--- config.mk ---
export PLATFORM = sky130hd
export DESIGN_NAME = window_average_and_fir_flat
export DESIGN_NICKNAME = d
export VERILOG_FILES = /design/src/sv/wafir_pkg.sv /design/src/sv/wafir_ifs.sv /design/src/sv/window_average_and_fir.sv /design/src/sv/wafir_mac.sv /design/src/sv/wafir_div.sv /design/src/flat_wrapper.sv
export VERILOG_INCLUDE_DIRS = /design/src /design/src/sv
export SDC_FILE = /design/constraint.sdc
export NUM_CORES = 2
export LEC_CHECK = 0
export BUFFER_PORTS_ARGS = -buffer_cell sky130_fd_sc_hd__clkbuf_2
export CAP_MARGIN = 10
export CORE_ASPECT_RATIO = 1.2
export CORE_MARGIN = 8
export CORE_UTILIZATION = 58
export CTS_CLUSTER_DIAMETER = 40
export DETAILED_ROUTE_END_ITERATION = 10
export PLACE_DENSITY = 0.85
export SYNTH_ARGS = -nofsm -noshare
export SYNTH_HDL_FRONTEND = slang
export SYNTH_SLANG_ARGS = --single-unit
--- constraint.sdc ---
create_clock -name clk -period 15.5 [get_ports clk]
set_clock_uncertainty 0.15 [all_clocks]
set_input_delay 1.55 -clock clk [delete_from_list [all_inputs] [get_ports clk]]
set_output_delay 1.55 -clock clk [all_outputs]
set_load 0.02 [all_outputs]
--- src/sv/window_average_and_fir_defines.svh ---
// Assertion macros for the window average and FIR block.
// Used by window_average_and_fir.sv; no other dependencies.
`ifndef WINDOW_AVERAGE_AND_FIR_DEFINES_SVH
`define WINDOW_AVERAGE_AND_FIR_DEFINES_SVH

// same-cycle implication
`define WAFIR_ASSERT_NOW(label, clk, rst_n, ante, cons, msg) \
	label: assert property (@(posedge clk) disable iff (!rst_n) (ante) |-> (cons)) else $error(msg);

// next-cycle implication
`define WAFIR_ASSERT_NEXT(label, clk, rst_n, ante, cons, msg) \
	label: assert property (@(posedge clk) disable iff (!rst_n) (ante) |=> (cons)) else $error(msg);

`endif

--- src/sv/wafir_pkg.sv ---
// Shared constants, codes and types for the window average and FIR block.
// No dependencies; imported by every other file except the defines header.
package wafir_pkg;

	localparam int WINDOW_SIZE = 64;
	localparam int TAP_COUNT   = 32;

	localparam int DATA_W = 16;
	localparam int FRAC_W = 15;
	localparam int CMD_W  = 2;
	localparam int IDX_W  = 5;

	localparam int WP_W   = $clog2(WINDOW_SIZE);
	localparam int FILL_W = $clog2(WINDOW_SIZE + 1);
	localparam int SUM_W  = DATA_W + $clog2(WINDOW_SIZE) + 1;
	localparam int CA_W   = (TAP_COUNT > 1) ? $clog2(TAP_COUNT) : 1;
	localparam int TC_W   = $clog2(TAP_COUNT + 1);
	localparam int PROD_W = 2 * DATA_W;
	localparam int ACC_W  = PROD_W + $clog2(TAP_COUNT) + 1;
	localparam int DC_W   = $clog2(SUM_W + 1);

	typedef logic [CMD_W-1:0] cmd_t;
	typedef logic signed [DATA_W-1:0] sample_t;

	localparam cmd_t CMD_ADD   = 2'd0;
	localparam cmd_t CMD_LOAD  = 2'd1;
	localparam cmd_t CMD_CLEAR = 2'd2;

	localparam logic signed [ACC_W-1:0] FIR_MAX   = ACC_W'(32767);
	localparam logic signed [ACC_W-1:0] FIR_MIN   = ACC_W'(-32768);
	localparam logic signed [ACC_W-1:0] FIR_ROUND = ACC_W'((1 << FRAC_W) - 1);

	typedef struct packed {
		logic clr;
		logic vld;
	} mac_ctl_t;

	typedef struct packed {
		logic                    start;
		logic signed [SUM_W-1:0] dividend;
		logic [FILL_W-1:0]       divisor;
	} div_req_t;

	typedef struct packed {
		logic                    done;
		logic signed [SUM_W-1:0] quotient;
	} div_rsp_t;

endpackage

--- src/sv/wafir_ifs.sv ---
// Request and result channel interfaces for the window average and FIR block.
// Depends on wafir_pkg.
interface wafir_req_if import wafir_pkg::*; ();
	logic             valid;
	logic             ready;
	cmd_t             command;
	sample_t          sample;
	logic [IDX_W-1:0] coef_index;
	sample_t          coef_value;

	modport source (output valid, command, sample, coef_index, coef_value, input ready);
	modport sink (input valid, command, sample, coef_index, coef_value, output ready);
endinterface

interface wafir_res_if import wafir_pkg::*; ();
	logic    valid;
	logic    ready;
	sample_t average;
	sample_t filtered;
	logic    passthrough;

	modport source (output valid, average, filtered, passthrough, input ready);
	modport sink (input valid, average, filtered, passthrough, output ready);
endinterface

--- src/sv/window_average_and_fir.sv ---
// Top level of the window average and FIR block: sequencer, sample ring, kernel table.
// Depends on wafir_pkg, wafir_ifs, wafir_mac, wafir_div and the defines header.
//
//  channel  | dir | payload
//  ---------+-----+-------------------------------------------------
//  cmd_ch   | in  | command, sample, coef_index, coef_value
//  res_ch   | out | average, filtered, passthrough
//
// Load, clear and unused requests are handled in the idle state, which stays ready. An
// add-sample request holds the input through update, start, the MAC issues and their drain,
// then the output state, which stalls while the result register is full.
// While fewer than TAP_COUNT samples are held, no taps are issued and the divider sets the pace.
// Reset clears the window and the kernel valid bits at once; no clearing pass.
// The result register lets the next request in while a result waits; the
// sequencer holds only when a new result meets a full result register.
`include "window_average_and_fir_defines.svh"

module window_average_and_fir import wafir_pkg::*; (
	input logic         clk,
	input logic         arst_n,
	wafir_req_if.sink   cmd_ch,
	wafir_res_if.source res_ch
);

	localparam logic [2:0] S_IDLE  = 3'd0;
	localparam logic [2:0] S_UPD   = 3'd1;
	localparam logic [2:0] S_START = 3'd2;
	localparam logic [2:0] S_RUN   = 3'd3;
	localparam logic [2:0] S_OUT   = 3'd4;

	logic [2:0]              state_q;
	logic [WP_W-1:0]         wp_q;
	logic [WP_W-1:0]         pos_q;
	logic [FILL_W-1:0]       fill_q;
	logic signed [SUM_W-1:0] sum_q;
	logic signed [SUM_W-1:0] sum_nx;
	logic [TC_W-1:0]         tap_q;
	logic                    pass_q;
	sample_t                 sample_q;

	sample_t                 ring_mem [WINDOW_SIZE];
	sample_t                 ring_rd_s1;
	sample_t                 coef_mem [TAP_COUNT];
	logic [TAP_COUNT-1:0]    coef_vld_q;
	sample_t                 coef_rd_s1;
	logic                    coef_hit_s1;
	logic                    rd_vld_s1;

	logic                    res_vld_q;
	sample_t                 avg_q;
	sample_t                 filt_q;
	logic                    pass_out_q;

	logic                    accept;
	logic                    issue;
	logic                    ring_re;
	logic [WP_W-1:0]         ring_ra;
	logic                    coef_we;
	logic [CA_W-1:0]         coef_wa;
	logic                    full;
	logic                    out_free;
	logic                    run_done;

	mac_ctl_t                mac_ctl;
	sample_t                 mac_b;
	logic signed [ACC_W-1:0] mac_acc;
	logic                    mac_busy;
	div_req_t                div_req;
	div_rsp_t                div_rsp;

	logic signed [ACC_W-1:0] fir_biased;
	logic signed [ACC_W-1:0] fir_shift;
	sample_t                 fir_sat;

	assign accept   = cmd_ch.valid && cmd_ch.ready;
	assign cmd_ch.ready = state_q == S_IDLE;
	assign issue    = state_q == S_RUN && !pass_q && tap_q < TC_W'(TAP_COUNT);
	assign ring_re  = (accept && cmd_ch.command == CMD_ADD) || issue;
	assign ring_ra  = issue ? pos_q : wp_q;
	assign coef_we  = accept && cmd_ch.command == CMD_LOAD && int'(cmd_ch.coef_index) < TAP_COUNT;
	assign coef_wa  = CA_W'(cmd_ch.coef_index);
	assign full     = fill_q == FILL_W'(WINDOW_SIZE);
	assign out_free = !res_vld_q || res_ch.ready;
	assign run_done = (pass_q || tap_q == TC_W'(TAP_COUNT)) && !rd_vld_s1 && !mac_busy
		&& div_rsp.done;

	always_comb begin
		sum_nx = sum_q + SUM_W'(sample_q);
		if (full) begin
			sum_nx = sum_nx - SUM_W'(ring_rd_s1);
		end
	end

	always_ff @(posedge clk) begin
		if (state_q == S_UPD) begin
			ring_mem[wp_q] <= sample_q;
		end
		if (ring_re) begin
			ring_rd_s1 <= ring_mem[ring_ra];
		end
		if (coef_we) begin
			coef_mem[coef_wa] <= cmd_ch.coef_value;
		end
		if (issue) begin
			coef_rd_s1  <= coef_mem[tap_q[CA_W-1:0]];
			coef_hit_s1 <= coef_vld_q[tap_q[CA_W-1:0]];
		end
	end

	always_ff @(posedge clk or negedge arst_n) begin
		if (!arst_n) begin
			coef_vld_q <= '0;
			rd_vld_s1  <= 1'b0;
		end else begin
			rd_vld_s1 <= issue;
			if (coef_we) begin
				coef_vld_q[coef_wa] <= 1'b1;
			end
		end
	end

	always_ff @(posedge clk or negedge arst_n) begin
		if (!arst_n) begin
			state_q <= S_IDLE;
			wp_q    <= '0;
			pos_q   <= '0;
			fill_q  <= '0;
			sum_q   <= '0;
			tap_q   <= '0;
			pass_q  <= 1'b0;
		end else begin
			unique case (state_q)
				S_IDLE: begin
					if (accept) begin
						unique case (cmd_ch.command)
							CMD_ADD: state_q <= S_UPD;
							CMD_CLEAR: begin
								wp_q   <= '0;
								fill_q <= '0;
								sum_q  <= '0;
							end
							default: ;
						endcase
					end
				end
				S_UPD: begin
					sum_q <= sum_nx;
					if (!full) begin
						fill_q <= fill_q + 1'b1;
					end
					wp_q    <= (wp_q == WP_W'(WINDOW_SIZE - 1)) ? '0 : wp_q + 1'b1;
					pos_q   <= wp_q;
					state_q <= S_START;
				end
				S_START: begin
					pass_q  <= int'(fill_q) < TAP_COUNT;
					tap_q   <= '0;
					state_q <= S_RUN;
				end
				S_RUN: begin
					if (issue) begin
						pos_q <= (pos_q == '0) ? WP_W'(WINDOW_SIZE - 1) : pos_q - 1'b1;
						tap_q <= tap_q + 1'b1;
					end
					if (run_done) begin
						state_q <= S_OUT;
					end
				end
				S_OUT: begin
					if (out_free) begin
						state_q <= S_IDLE;
					end
				end
				default: state_q <= S_IDLE;
			endcase
		end
	end

	always_ff @(posedge clk) begin
		if (accept && cmd_ch.command == CMD_ADD) begin
			sample_q <= cmd_ch.sample;
		end
	end

	assign mac_ctl.clr = state_q == S_START;
	assign mac_ctl.vld = rd_vld_s1;
	assign mac_b       = coef_hit_s1 ? coef_rd_s1 : '0;

	wafir_mac u_mac (
		.clk    (clk),
		.arst_n (arst_n),
		.ctl    (mac_ctl),
		.a      (ring_rd_s1),
		.b      (mac_b),
		.acc    (mac_acc),
		.busy   (mac_busy)
	);

	assign div_req.start    = state_q == S_START;
	assign div_req.dividend = sum_q;
	assign div_req.divisor  = fill_q;

	wafir_div u_div (
		.clk    (clk),
		.arst_n (arst_n),
		.req    (div_req),
		.rsp    (div_rsp)
	);

	always_comb begin
		fir_biased = mac_acc[ACC_W-1] ? mac_acc + FIR_ROUND : mac_acc;
		fir_shift  = fir_biased >>> FRAC_W;
		if (fir_shift > FIR_MAX) begin
			fir_sat = sample_t'(FIR_MAX);
		end else if (fir_shift < FIR_MIN) begin
			fir_sat = sample_t'(FIR_MIN);
		end else begin
			fir_sat = fir_shift[DATA_W-1:0];
		end
	end

	always_ff @(posedge clk or negedge arst_n) begin
		if (!arst_n) begin
			res_vld_q <= 1'b0;
		end else if (state_q == S_OUT && out_free) begin
			res_vld_q <= 1'b1;
		end else if (res_ch.ready) begin
			res_vld_q <= 1'b0;
		end
	end

	always_ff @(posedge clk) begin
		if (state_q == S_OUT && out_free) begin
			avg_q      <= div_rsp.quotient[DATA_W-1:0];
			filt_q     <= pass_q ? sample_q : fir_sat;
			pass_out_q <= pass_q;
		end
	end

	assign res_ch.valid       = res_vld_q;
	assign res_ch.average     = avg_q;
	assign res_ch.filtered    = filt_q;
	assign res_ch.passthrough = pass_out_q;

	`WAFIR_ASSERT_NOW(a_fill_bound, clk, arst_n, 1'b1, fill_q <= FILL_W'(WINDOW_SIZE), "fill count beyond window")
	`WAFIR_ASSERT_NEXT(a_add_starts, clk, arst_n, accept && cmd_ch.command == CMD_ADD, state_q == S_UPD, "add request did not start update")
	`WAFIR_ASSERT_NEXT(a_out_load, clk, arst_n, state_q == S_OUT && out_free, res_vld_q && state_q == S_IDLE, "result not loaded")
	`WAFIR_ASSERT_NOW(a_mac_only_run, clk, arst_n, rd_vld_s1, !pass_q && state_q == S_RUN, "tap read outside filter pass")

endmodule

--- src/sv/wafir_mac.sv ---
// Multiply-accumulate unit: one registered 16x16 product per cycle.
// Depends on wafir_pkg.
module wafir_mac import wafir_pkg::*; (
	input  logic                    clk,
	input  logic                    arst_n,
	input  mac_ctl_t                ctl,
	input  sample_t                 a,
	input  sample_t                 b,
	output logic signed [ACC_W-1:0] acc,
	output logic                    busy
);

	logic signed [PROD_W-1:0] prod_s1;
	logic                     prod_vld_s1;
	logic signed [ACC_W-1:0]  acc_q;

	always_ff @(posedge clk or negedge arst_n) begin
		if (!arst_n) begin
			prod_vld_s1 <= 1'b0;
		end else begin
			prod_vld_s1 <= ctl.vld;
		end
	end

	always_ff @(posedge clk) begin
		if (ctl.vld) begin
			prod_s1 <= a * b;
		end
		if (ctl.clr) begin
			acc_q <= '0;
		end else if (prod_vld_s1) begin
			acc_q <= acc_q + ACC_W'(prod_s1);
		end
	end

	assign acc  = acc_q;
	assign busy = prod_vld_s1;

endmodule

--- src/sv/wafir_div.sv ---
// Serial restoring divider: signed sum over unsigned fill count, one bit a cycle.
// Depends on wafir_pkg.
module wafir_div import wafir_pkg::*; (
	input  logic     clk,
	input  logic     arst_n,
	input  div_req_t req,
	output div_rsp_t rsp
);

	logic              busy_q;
	logic              done_q;
	logic [DC_W-1:0]   cnt_q;
	logic [FILL_W-1:0] rem_q;
	logic [FILL_W-1:0] dvs_q;
	logic [SUM_W-1:0]  quo_q;
	logic              neg_q;
	logic [FILL_W:0]   trial;
	logic              take;
	logic [SUM_W-1:0]  mag;

	assign mag   = req.dividend[SUM_W-1] ? SUM_W'(-req.dividend) : SUM_W'(req.dividend);
	assign trial = {rem_q, quo_q[SUM_W-1]};
	assign take  = trial >= {1'b0, dvs_q};

	always_ff @(posedge clk or negedge arst_n) begin
		if (!arst_n) begin
			busy_q <= 1'b0;
			done_q <= 1'b0;
			cnt_q  <= '0;
		end else if (req.start) begin
			busy_q <= 1'b1;
			done_q <= 1'b0;
			cnt_q  <= DC_W'(SUM_W);
		end else if (busy_q) begin
			cnt_q <= cnt_q - 1'b1;
			if (cnt_q == DC_W'(1)) begin
				busy_q <= 1'b0;
				done_q <= 1'b1;
			end
		end
	end

	always_ff @(posedge clk) begin
		if (req.start) begin
			rem_q <= '0;
			dvs_q <= req.divisor;
			quo_q <= mag;
			neg_q <= req.dividend[SUM_W-1];
		end else if (busy_q) begin
			rem_q <= take ? FILL_W'(trial - {1'b0, dvs_q}) : trial[FILL_W-1:0];
			quo_q <= {quo_q[SUM_W-2:0], take};
		end
	end

	assign rsp.done     = done_q;
	assign rsp.quotient = neg_q ? -$signed(quo_q) : $signed(quo_q);

endmodule

--- src/flat_wrapper.sv ---
// flat-port wrapper written by rule: the top's interface ports become plain ports
module window_average_and_fir_flat import wafir_pkg::*;
  (clk, arst_n, cmd_ch_valid, cmd_ch_command, cmd_ch_sample, cmd_ch_coef_index, cmd_ch_coef_value, cmd_ch_ready, res_ch_valid, res_ch_average, res_ch_filtered, res_ch_passthrough, res_ch_ready);
  wafir_req_if cmd_ch_i ();
  wafir_res_if res_ch_i ();
  input logic clk;
  input logic arst_n;
  input wire logic [$bits(cmd_ch_i.valid)-1:0] cmd_ch_valid;
  input wire logic [$bits(cmd_ch_i.command)-1:0] cmd_ch_command;
  input wire logic [$bits(cmd_ch_i.sample)-1:0] cmd_ch_sample;
  input wire logic [$bits(cmd_ch_i.coef_index)-1:0] cmd_ch_coef_index;
  input wire logic [$bits(cmd_ch_i.coef_value)-1:0] cmd_ch_coef_value;
  output wire logic [$bits(cmd_ch_i.ready)-1:0] cmd_ch_ready;
  output wire logic [$bits(res_ch_i.valid)-1:0] res_ch_valid;
  output wire logic [$bits(res_ch_i.average)-1:0] res_ch_average;
  output wire logic [$bits(res_ch_i.filtered)-1:0] res_ch_filtered;
  output wire logic [$bits(res_ch_i.passthrough)-1:0] res_ch_passthrough;
  input wire logic [$bits(res_ch_i.ready)-1:0] res_ch_ready;
  assign cmd_ch_i.valid = cmd_ch_valid;
  assign cmd_ch_i.command = cmd_ch_command;
  assign cmd_ch_i.sample = cmd_ch_sample;
  assign cmd_ch_i.coef_index = cmd_ch_coef_index;
  assign cmd_ch_i.coef_value = cmd_ch_coef_value;
  assign cmd_ch_ready = cmd_ch_i.ready;
  assign res_ch_valid = res_ch_i.valid;
  assign res_ch_average = res_ch_i.average;
  assign res_ch_filtered = res_ch_i.filtered;
  assign res_ch_passthrough = res_ch_i.passthrough;
  assign res_ch_i.ready = res_ch_ready;
  window_average_and_fir u_core (.clk(clk), .arst_n(arst_n), .cmd_ch(cmd_ch_i), .res_ch(res_ch_i));
endmodule
==> run_results.csv <==
group,metric,value,unit
global_route,grt.overflow.total,0,
cells_and_area,area.growth.synth_to_final,10.2,%
floorplan,io_pins,78,
synth,netlist_instances,5317,
synth,yosys.cell_types.count,75,
clock_tree,post-cts-setup-buffers,0,
synth,synth_top_cells_by_area,"edfxtp_1 (59%), mux4_2 (11%), fa_1 (6.3%)",
global_route,grt_util_all_layers,0.281,
drt,drt_iter0_drc,7468,
sta,min_period,8.21,ns
synth,synth_top_area_cell,"edfxtp_1",
cells_and_area,fill_cells,9296,
placement,gp_congestion,0.900,
worst_setup_path,critPathKind,"register to register",
power,swShare,0.400,
floorplan,core_region_area,146000,µm²
power,power.internal,13.5,mW
power,switchingPower,9.00,mW
sta,max_freq,122,MHz
sta,finalCritPeriodShare,0.530,
synth,syn_area,85000,µm²
synth,synth_edf_count,1681,
clock_tree,cts_hold_buf,0,
global_route,grt_max_degree,129,
drt,drc,0,
status,status,"finished clean",
sta,rsz0062_at_grt,"false",
sta,slew_headroom,0.0815,
placement,port_buffers,77,
worst_setup_path,crit_path_end_kind,"register",
cells_and_area,final_nets,5946,
clock_tree,clock_sinks,1820,
sta,setup_viol,0,
flow_run,drv_cap,0,
synth,synth_seq_cells,1820,
drt,drtAntennaViolNets,0,
clock_tree,clockBufferDepth,3,
synth,synth.top_cell.area_share,0.594,
clock_tree,clk_pin_slew,0.07,ns
placement,hpwl,125000,µm
floorplan,rows,154,
synth,async_reset_ff_frac,0.0516,
power,leakage,33.7,nW
clock_tree,insertion_delay,0.85,ns
global_route,antenna_found_initial,21,
floorplan,initial_core_util,0.581,
drt,vias,50800,
worst_setup_path,setup.worst_path.start_class,"register",
synth,ys.flop_type,"edfxtp_1",
clock_tree,ctsResizeCount,0,
cells_and_area,drive_gt1_frac,0.179,
synth,synth_nets,5806,
clock_tree,htreeDepth,4,
global_route,grt_first_pass_wirelength,333000,µm
floorplan,die_y,435,µm
drt,wirelength,230000,µm
synth,syn_area_per_cell,16.0,µm²
power,ir_drop,0.421,mV
synth,yosysWarnings,0,
floorplan,dieWidth,366,µm
power,power_frac_clock,0.195,
sta,maxSlewViolCount,0,
worst_setup_path,crit_required,15.91,ns
drt,wl_per_cell,30.3,µm
worst_setup_path,arrival,8.63,ns
drt,drtPass1Iterations,7,
clock_tree,cts_tree,"yes",
sta,tightest_slew,1.37,ns
clock_tree,cts_root_buffer,"clkbuf_16",
min_path,hp-class,"register to register",
power,pwr-share-seq,0.286,
power,power_density,240,nW/µm²
cells_and_area,final_util,0.641,
power,power_frac_comb,0.519,
clock_tree,numCtsBuffers,177,
sta,fin_setup_tns,0,ns
global_route,grt_pass1_vias,51300,
sta,hold_violations,0,
synth,yosysSeqAreaShare,0.632,
drt,viasPerCell,6.71,
floorplan,die-area,159000,µm²
worst_setup_path,crit_path_max_fanout,88,
[through the flow]
stage          hold slack (ns)  std cells  setup WS (ns)  area [µm²]  total power, mW
2_1_floorplan            0.284       5317           8.73       85000             15.3
3_3_place_gp             0.292       7225           7.53       87800             17.4
3_5_place_dp             0.305       7225           7.37       87800             17.9
4_1_cts                  0.325       7555           7.38       93700             22.4
5_1_grt                  0.337       7562           6.81       93700             24.0
6_report                 0.321       7570           7.29       93800             22.5
[path summary, 6_finish.rpt]
path,startpoint,cells past startpoint,slack (ns),to
max,u_core.coef_hit_s1$_DFFE_PP_,25,7.29,u_core.u_mac.prod_s1[31]$_DFFE_PP_
min,u_core.coef_vld_q[24]$_DFFE_PN0P_,1,0.32,u_core.coef_vld_q[24]$_DFFE_PN0P_
max reg2reg,u_core.coef_hit_s1$_DFFE_PP_,25,7.29,u_core.u_mac.prod_s1[31]$_DFFE_PP_
min reg2reg,u_core.coef_vld_q[24]$_DFFE_PN0P_,1,0.32,u_core.coef_vld_q[24]$_DFFE_PN0P_
max in group asynchronous,arst_n,2,13.25,u_core.tap_q[0]$_DFFE_PN0P_
min in group asynchronous,arst_n,1,0.54,u_core.coef_vld_q[25]$_DFFE_PN0P_
[worst max-delay path: stages, from the launching register on]
cell	delay, ns
edfxtp_1	0.33
buf_4	0.41
buf_4	0.59
and2_0	0.71
nand2_1	0.17
fa_1	0.55
inv_1	0.06
fa_1	0.50
inv_1	0.06
fa_1	0.53
inv_1	0.06
fa_1	0.47
fa_1	0.49
inv_1	0.05
fa_1	0.47
inv_1	0.04
ha_1	0.35
nand3_1	0.10
nor2_1	0.05
a221oi_1	0.44
o22ai_1	0.17
or2_2	0.35
a21oi_1	0.20
o21ai_0	0.16
o41ai_1	0.35
xnor2_1	0.11
[flip-flops by register name, summed over array words and instances, names as in the netlist, 23 cells and up]
register,count
u_core.coef_vld_q,32
u_core.sum_q,23
u_core.ring_mem,1024
u_core.coef_mem,512
u_core.u_mac.acc,38
u_core.u_div.quo_q,23
u_core.u_mac.prod_s1,32
[synthesized netlist by cell type, types with 24 or more instances]
master    count
edfxtp_1   1681
nand2_1     450
mux4_2      420
inv_1       358
fa_1        266
nor2_1      239
ha_1        180
a21oi_1     177
clkbuf_1    167
and3_1      141
o21ai_0     138
xnor2_1     102
a211oi_1     97
dfrtp_1      94
and2_1       76
xor2_1       63
nand3_1      50
a31oi_1      47
dfxtp_1      45
a21o_1       44
mux2i_1      39
or2_2        39
a311oi_1     33
o21a_1       33
nand2b_1     31
buf_2        29
nor3_1       25
nor2b_1      24
[kinds of logic after synthesis]
| kind of cell | synth area share |
|---|---|
| XOR/XNOR | 0.0170 |
| adder cells (fa/ha/maj) | 0.0891 |
| multiplexers | 0.118 |
| flip-flops | 0.632 |
| AND/OR/NAND/NOR | 0.0645 |
| buffers and inverters | 0.0309 |
| AO/OA/AOI/OAI | 0.0485 |
[layout make-up]
type                       instances  area [µm²]  area share
inverter                         359        1350      0.0144
clock inverter                   120        1240      0.0132
multi-input combinational       2885       28800       0.308
sequential                      1820       53700       0.573
timing repair buffer             214        1500      0.0160
clock buffer                     210        4610      0.0491
antenna                           12        30.0    0.000320
tap                             1950        2440      0.0260
[placed cells by master, fill, tap and decap left out, types with 31 or more instances in the layout]
cell	n
mux4_2	420
inv_1	357
dfxtp_1	45
and2_1	76
and3_1	141
clkbuf_2	76
ha_1	180
a311oi_1	33
a31oi_1	47
nor2_2	43
or2_2	39
nand3_1	50
xnor2_1	102
nor2_1	196
mux2i_1	35
a211oi_1	97
o21a_1	33
buf_4	130
nand2b_1	31
a21oi_1	177
fa_1	266
dfrtp_1	89
a21o_1	44
xor2_1	63
clkinv_1	34
clkbuf_16	179
nand2_1	448
edfxtp_1	1681
o21ai_0	138
[power by group through the flow]
stage	clock network (mW)	registers (mW)	logic [mW]
finish	4.38	6.43	11.7
global placement	0	6.49	10.9
floorplan	0	6.38	8.97
global route	4.55	6.45	13.0
CTS	4.37	6.41	11.6
detailed placement	0	6.50	11.4
[per-layer routing]
layer  wire length (µm)  GRT usage  up-vias
met5                 69          0        -
met2             110000      0.448     4191
li1                   -          -    20400
met1              77400      0.363    25300
met4              14400      0.141       10
met3              28000     0.0652      887
No activity file was read; power rests on OpenSTA's default activity.
